$ cat config.mk
export PLATFORM = sky130hd
export DESIGN_NAME = rrsp_isqrt
export DESIGN_NICKNAME = d
export VERILOG_FILES = /design/src/rtl/rrsp_isqrt.sv
export SDC_FILE = /design/constraint.sdc
export NUM_CORES = 1
export LEC_CHECK = 0
export BUFFER_PORTS_ARGS = -buffer_cell sky130_fd_sc_hd__buf_2
export CAP_MARGIN = 20
export CORE_ASPECT_RATIO = 0.9
export CORE_MARGIN = 2
export CORE_UTILIZATION = 30
export CTS_CLUSTER_SIZE = 12
export DETAILED_ROUTE_END_ITERATION = 16
export GPL_ROUTABILITY_DRIVEN = 0
export MAX_ROUTING_LAYER = met4
export PLACE_DENSITY = 0.47
export SETUP_SLACK_MARGIN = 0.2
export SYNTH_ARGS = -nofsm -noshare
export SYNTH_HDL_FRONTEND = slang
export SYNTH_SLANG_ARGS = --single-unit
$ cat constraint.sdc
create_clock -name clk -period 2.5 [get_ports clk]
set_input_delay 0.5 -clock clk [delete_from_list [all_inputs] [get_ports clk]]
set_output_delay 0.5 -clock clk [all_outputs]
set_load 0.02 [all_outputs]
$ cat src/rtl/rrsp_isqrt.sv
`timescale 1ns / 1ps
`default_nettype none

// Pipelined integer square root, one result bit per stage.
module rrsp_isqrt #(
    parameter int NR = 16
) (
    input  wire logic              clk,
    input  wire logic              en,
    input  wire logic [2*NR-1:0]   radicand,
    output logic      [NR-1:0]     root
);

    logic [NR+1:0]   rem_reg  [NR-1];
    logic [2*NR-1:0] rest_reg [NR-1];
    logic [NR-1:0]   root_reg [NR];

    genvar k;
    generate
        for (k = 0; k < NR; k++) begin : g_stage
            logic [NR+1:0]   rem_in;
            logic [NR-1:0]   root_in;
            logic [2*NR-1:0] rest_in;
            logic [NR+1:0]   remx;
            logic [NR+1:0]   trial;
            logic            ge;
            logic [NR+1:0]   rem_next;

            if (k == 0) begin : g_first
                assign rem_in  = '0;
                assign root_in = '0;
                assign rest_in = radicand;
            end
            else begin : g_rest
                assign rem_in  = rem_reg[k-1];
                assign root_in = root_reg[k-1];
                assign rest_in = rest_reg[k-1];
            end

            assign remx     = {rem_in[NR-1:0], rest_in[2*NR-1:2*NR-2]};
            assign trial    = {root_in, 2'b01};
            assign ge       = (remx >= trial);
            assign rem_next = ge ? (remx - trial) : remx;

            always_ff @(posedge clk)
            begin
                if (en)
                begin
                    root_reg[k] <= {root_in[NR-2:0], ge};
                end
            end

            if (k < NR - 1) begin : g_carry
                always_ff @(posedge clk)
                begin
                    if (en)
                    begin
                        rem_reg[k]  <= rem_next;
                        rest_reg[k] <= {rest_in[2*NR-3:0], 2'b00};
                    end
                end
            end
        end
    endgenerate

    assign root = root_reg[NR-1];

endmodule

`default_nettype wire

=== Yosys cells after proc, flatten, opt, wreduce, memory -nomap -nowiden ===
Memory sizes are Yosys's and may differ from the RTL's.
Index checks and enable logic that the tools add are counted.

* Register bits after elaboration: 0
* Memory bits (writable): 976
* Memories: 3

{| class="wikitable"
|+ Memories
! memory !! words !! width !! rd ports !! clocked after Yosys merged registers in !! wr ports !! RTL line !! text
|-
| rest_reg || 15 || 30 || 15 || 0 || 15 || 15 || <nowiki>logic [2*NR-1:0] rest_reg [NR-1];</nowiki>
|-
| rem_reg || 15 || 18 || 15 || 0 || 15 || 14 || <nowiki>logic [NR+1:0] rem_reg [NR-1];</nowiki>
|-
| root_reg || 16 || 16 || 16 || 0 || 16 || 16 || <nowiki>logic [NR-1:0] root_reg [NR];</nowiki>
|}

* Add/subtract/negate cells: 15
* Magnitude comparators: 16
* Mux-type cells: 17

{| class="wikitable"
|+ Operator list
! cell !! count
|-
| greater-or-equal comparator 18 bit || 15
|-
| two-way mux 18 bit || 15
|-
| subtractor 18 bit || 14
|-
| subtractor 2 x 1 -> 3 bit, second input constant || 1
|-
| greater-or-equal comparator 2 x 1 -> 1 bit, second input constant || 1
|-
| two-way mux 1 bit || 2
|}

=== Longest topological paths before layout ===
An unclocked memory read counts as a cell.

* Depth in word-level cells: 3
* Depth in mapped cells: 11

=== Worst setup path after synthesis ===
No wires, ideal clock.

* Path kind: reg-to-reg
* From: memory rem_reg[0][108] (netlist name)
* To: memory rem_reg[0][128] (netlist name), data pin
* Setup time: 260 ps
* Arrival: 2320 ps
* Data required time: 2240 ps
* Path slack: -80 ps
* Stages on the path, launching flop included: 10
* Buffers on the path: 1
* Period minus slack after synthesis: 2580 ps
* Cell sequence: edfxtp_1 ha_1 nor2b_1 o21a_1 o21a_1 o31a_1 a21oi_2 and3b_1 buf_4 mux2_2

{| class="wikitable"
|+ RTL lines
! item !! RTL line
|-
| start: declaration || 14
|}

==> results.yml <==
status:
  status: "complete, but fails checks"
  violations: "setup timing"
synth:
  synth_cell_types: 78
  synth_fp_nets: 2206
  yosysSeqAreaShare_pct: 65.5
  synth_most_common_cell: "edfxtp_1"
  yosysTopAreaCell: "edfxtp_1"
  ys_warn_count: 0
  ys_seq_elements: 600
  synthDominantCellAreaShare_pct: 65.5
  synth_cells: 2020
  netlist_top_cells_area: "edfxtp_1, ha_1, xnor2_1"
  syn_avg_cell_area_um2: 13.6
  ys_top_cells_by_count: "edfxtp_1, inv_1, ha_1"
  synthesis.area_um2: 27500
  synth-edff-count: 600
  synthArstFlopShare_pct: 0
  ys.flop_type: "edfxtp_1"
critical_path:
  cp_max_fo: 9
  r2r.worst_path.cells: 9
  crit_buf_inv: 1
  slowest_stage: "edfxtp_1"
  regToRegEndpoint: "rem_reg[0][130]$_DFFE_PP_"
  cp-end-kind: "flip-flop"
  crit_type: "flip-flop to flip-flop"
  start_kind: "flip-flop"
  crit_chain: "ha_4 > nor2b_4 > o21a_1 > o21a_1 > o31a_1 > a21oi_2 > and3b_2 > buf_12 > mux2_4"
  r2r_start: "rem_reg[0][108]$_DFFE_PP_"
  cp_top_family: "compound AO/OA/AOI/OAI gates"
  critPathMaxStageDelay_ps: 430
  crit_arrival_ps: 2940
  crit_cells: 9
  required_ps: 2870
  cp_common_cell: "o21a_1"
  rrSetupSlack_ps: -70
global_routing:
  grt_pass1_vias: 17200
  grt-ovfl-total: 0
  grt_max_degree: 63
  grt.total_usage_pct: 12.1
  grt_first_pass_wirelength_mm: 89.5
  antenna_found_initial: 1
floorplanning:
  pin_count: 50
  die_w_um: 323
  dieHeight_um: 291
  fp-row-count: 105
  die_area_um2: 94100
  start_util_pct: 30.2
  core-area_um2: 91000
timing:
  period_minus_slack_ps: 2570
  relSlewSlack_pct: 61.1
  drv_slew: 0
  period_share_pct: 103
  max_freq_mhz: 389
  skew_ps: 27.0
  tightest_slew_ps: 578
  rsz0062_at_grt: "true"
  setup_ws_ps: -67.9
  hold_viol: 0
  setup_viol: 38
route:
  wire_per_inst_um: 15.2
  via_per_inst: 4.53
  vias: 17100
  drtIter0Drc: 987
  drc: 0
  wl_mm: 57.3
  drtAntennaViolNets: 0
  drtPass1Iterations: 5
cts:
  cts_buffers: 72
  cts-htree-levels: 3
  cts_sinks: 600
  cts_tree: "built"
  clockBufferDepth: 3
  cts_root_buffer: "clkbuf_16"
  path_clk_slew_ps: 60
  clk_latency_ps: 630
min_path:
  worstHoldStart: "radicand[0]"
  holdPathEnd: "rest_reg[0][0]$_DFFE_PP_"
  hold_depth: 1
  hold_path.class: "input port to flip-flop"
final_layout:
  syn2layout_area_growth_pct: 35.4
  nNetsFinal: 2676
  drive_above_1_share_pct: 35.3
  final_core_util_pct: 40.9
  largest_reg_flops: 240
power_and_ir_drop:
  p_per_area_nw_per_um2: 799
  swShare_pct: 27.0
  internal-power_w: 0.0217
  p_leak_nw: 14.4
  pwr-share-clk_pct: 33.1
  seqPwrFrac_pct: 44.4
  p_switching_w: 0.00804
  ir_drop_mv: 0.456
  p_comb_share_pct: 22.5
job:
  drv_cap: 0
placement:
  preCtsSetupSlack_ps: -232
  hpwl_mm: 37.3
  place.port_buffers: 49
[worst register-to-register path, cell delays in order (launching register included)]
cell and delay, ps:
edfxtp_1 430, ha_4 260, nor2b_4 120, o21a_1 180, o21a_1 190, o31a_1 300, a21oi_2 160, and3b_2 220
buf_12 140, mux2_4 320
[metal layers]
layer	GRT usage, %	wire [um]	vias to the layer above
li1	-	-	8433
met1	16.4	27500	8346
met2	18.3	26400	239
met3	2.44	2050	87
met4	3.61	1250	0
met5	-	0	-
[per-stage QoR]
stage | TNS (ps) | hold slack, ps | cells | area, um^2 | total power, W
final | -1360 | 50.8 | 3775 | 37300 | 0.0298
after global routing | -5030 | 7.31 | 3775 | 37300 | 0.0313
after CTS | -1210 | 0.549 | 3706 | 35500 | 0.0293
after detailed placement | -8550 | 405 | 3497 | 31300 | 0.0183
after global placement | -5990 | 401 | 3497 | 31300 | 0.0182
after floorplan | -23.8 | 400 | 2020 | 27800 | 0.0164
[how the worst max path moves through the flow]
stage                                endpoint                      start  slack (ps)
floorplan           rem_reg[0][128]$_DFFE_PP_  rem_reg[0][108]$_DFFE_PP_          -3
global placement     rem_reg[1][57]$_DFFE_PP_  root_reg[1][34]$_DFFE_PP_        -170
detailed placement   rem_reg[1][51]$_DFFE_PP_   rem_reg[1][18]$_DFFE_PP_        -230
CTS                 rem_reg[0][133]$_DFFE_PP_  root_reg[0][96]$_DFFE_PP_         -90
global route        rem_reg[0][139]$_DFFE_PP_  root_reg[0][96]$_DFFE_PP_        -180
finish              rem_reg[0][130]$_DFFE_PP_  rem_reg[0][108]$_DFFE_PP_         -70
[placed cells by master (no fill, tap or decap), types with 12 or more instances in the layout]
cell type	instances
edfxtp_1	600
buf_4	284
inv_1	153
nor2_1	101
ha_1	90
nand2_1	82
a21oi_1	78
xnor2_1	75
clkbuf_16	74
xor2_1	66
ha_4	58
buf_2	49
o21ai_0	41
o21a_1	41
buf_6	41
mux2_4	39
a21o_1	36
o21ai_2	36
a21oi_2	32
nand2b_1	30
nor3_1	27
nand4_1	25
buf_12	23
inv_2	21
nand3_1	17
dlygate4sd3_1	17
or3_1	16
clkbuf_1	16
nand2_4	15
nor2_4	15
clkinv_2	15
nor2b_1	14
xnor2_2	14
nor4_1	14
nor2_2	13
clkinv_1	12
[cell type report]
cell class | count | area (um^2)
Antenna cell | 1 | 2.50
Clock buffer | 88 | 1860
Clock inverter | 40 | 372
Fill cell | 8345 | 53800
Inverter | 176 | 671
Multi-Input combinational cell | 1217 | 11100
Sequential cell | 600 | 18000
Tap cell | 1230 | 1540
Timing Repair Buffer | 423 | 3660
[power groups by stage]
| stage | sequential [W] | clock, W | combinational [W] |
|---|---|---|---|
| 2_1_floorplan | 0.0131 | 0 | 0.00326 |
| 3_3_place_gp | 0.0133 | 0 | 0.00487 |
| 3_5_place_dp | 0.0133 | 0 | 0.00496 |
| 4_1_cts | 0.0132 | 0.0103 | 0.00584 |
| 5_1_grt | 0.0133 | 0.0107 | 0.00734 |
| 6_report | 0.0132 | 0.00987 | 0.00670 |
[kinds of logic (layout without fill, tap and decap cells)]
kind of cell / after synthesis / count (layout) / synth area share (%)
AND/OR/NAND/NOR: 489 / 490 / 9.14
adder cells (fa/ha/maj): 152 / 152 / 6.91
XOR/XNOR: 158 / 158 / 5.03
buffers and inverters: 204 / 727 / 2.97
AO/OA/AOI/OAI: 362 / 362 / 8.16
multiplexers: 54 / 54 / 2.27
flip-flops: 600 / 600 / 65.5
other: 1 / 2 / 0.0136
[what timing repair did]
action                     CTS  global route
hold buffers                17             0
pin swaps                   83           107
hold endpoints to repair    17             0
buffers inserted            60            65
resized for setup          285           241
gates cloned                 4             3
setup endpoints to repair  205           207
Power figures use the tool's default switching activity.
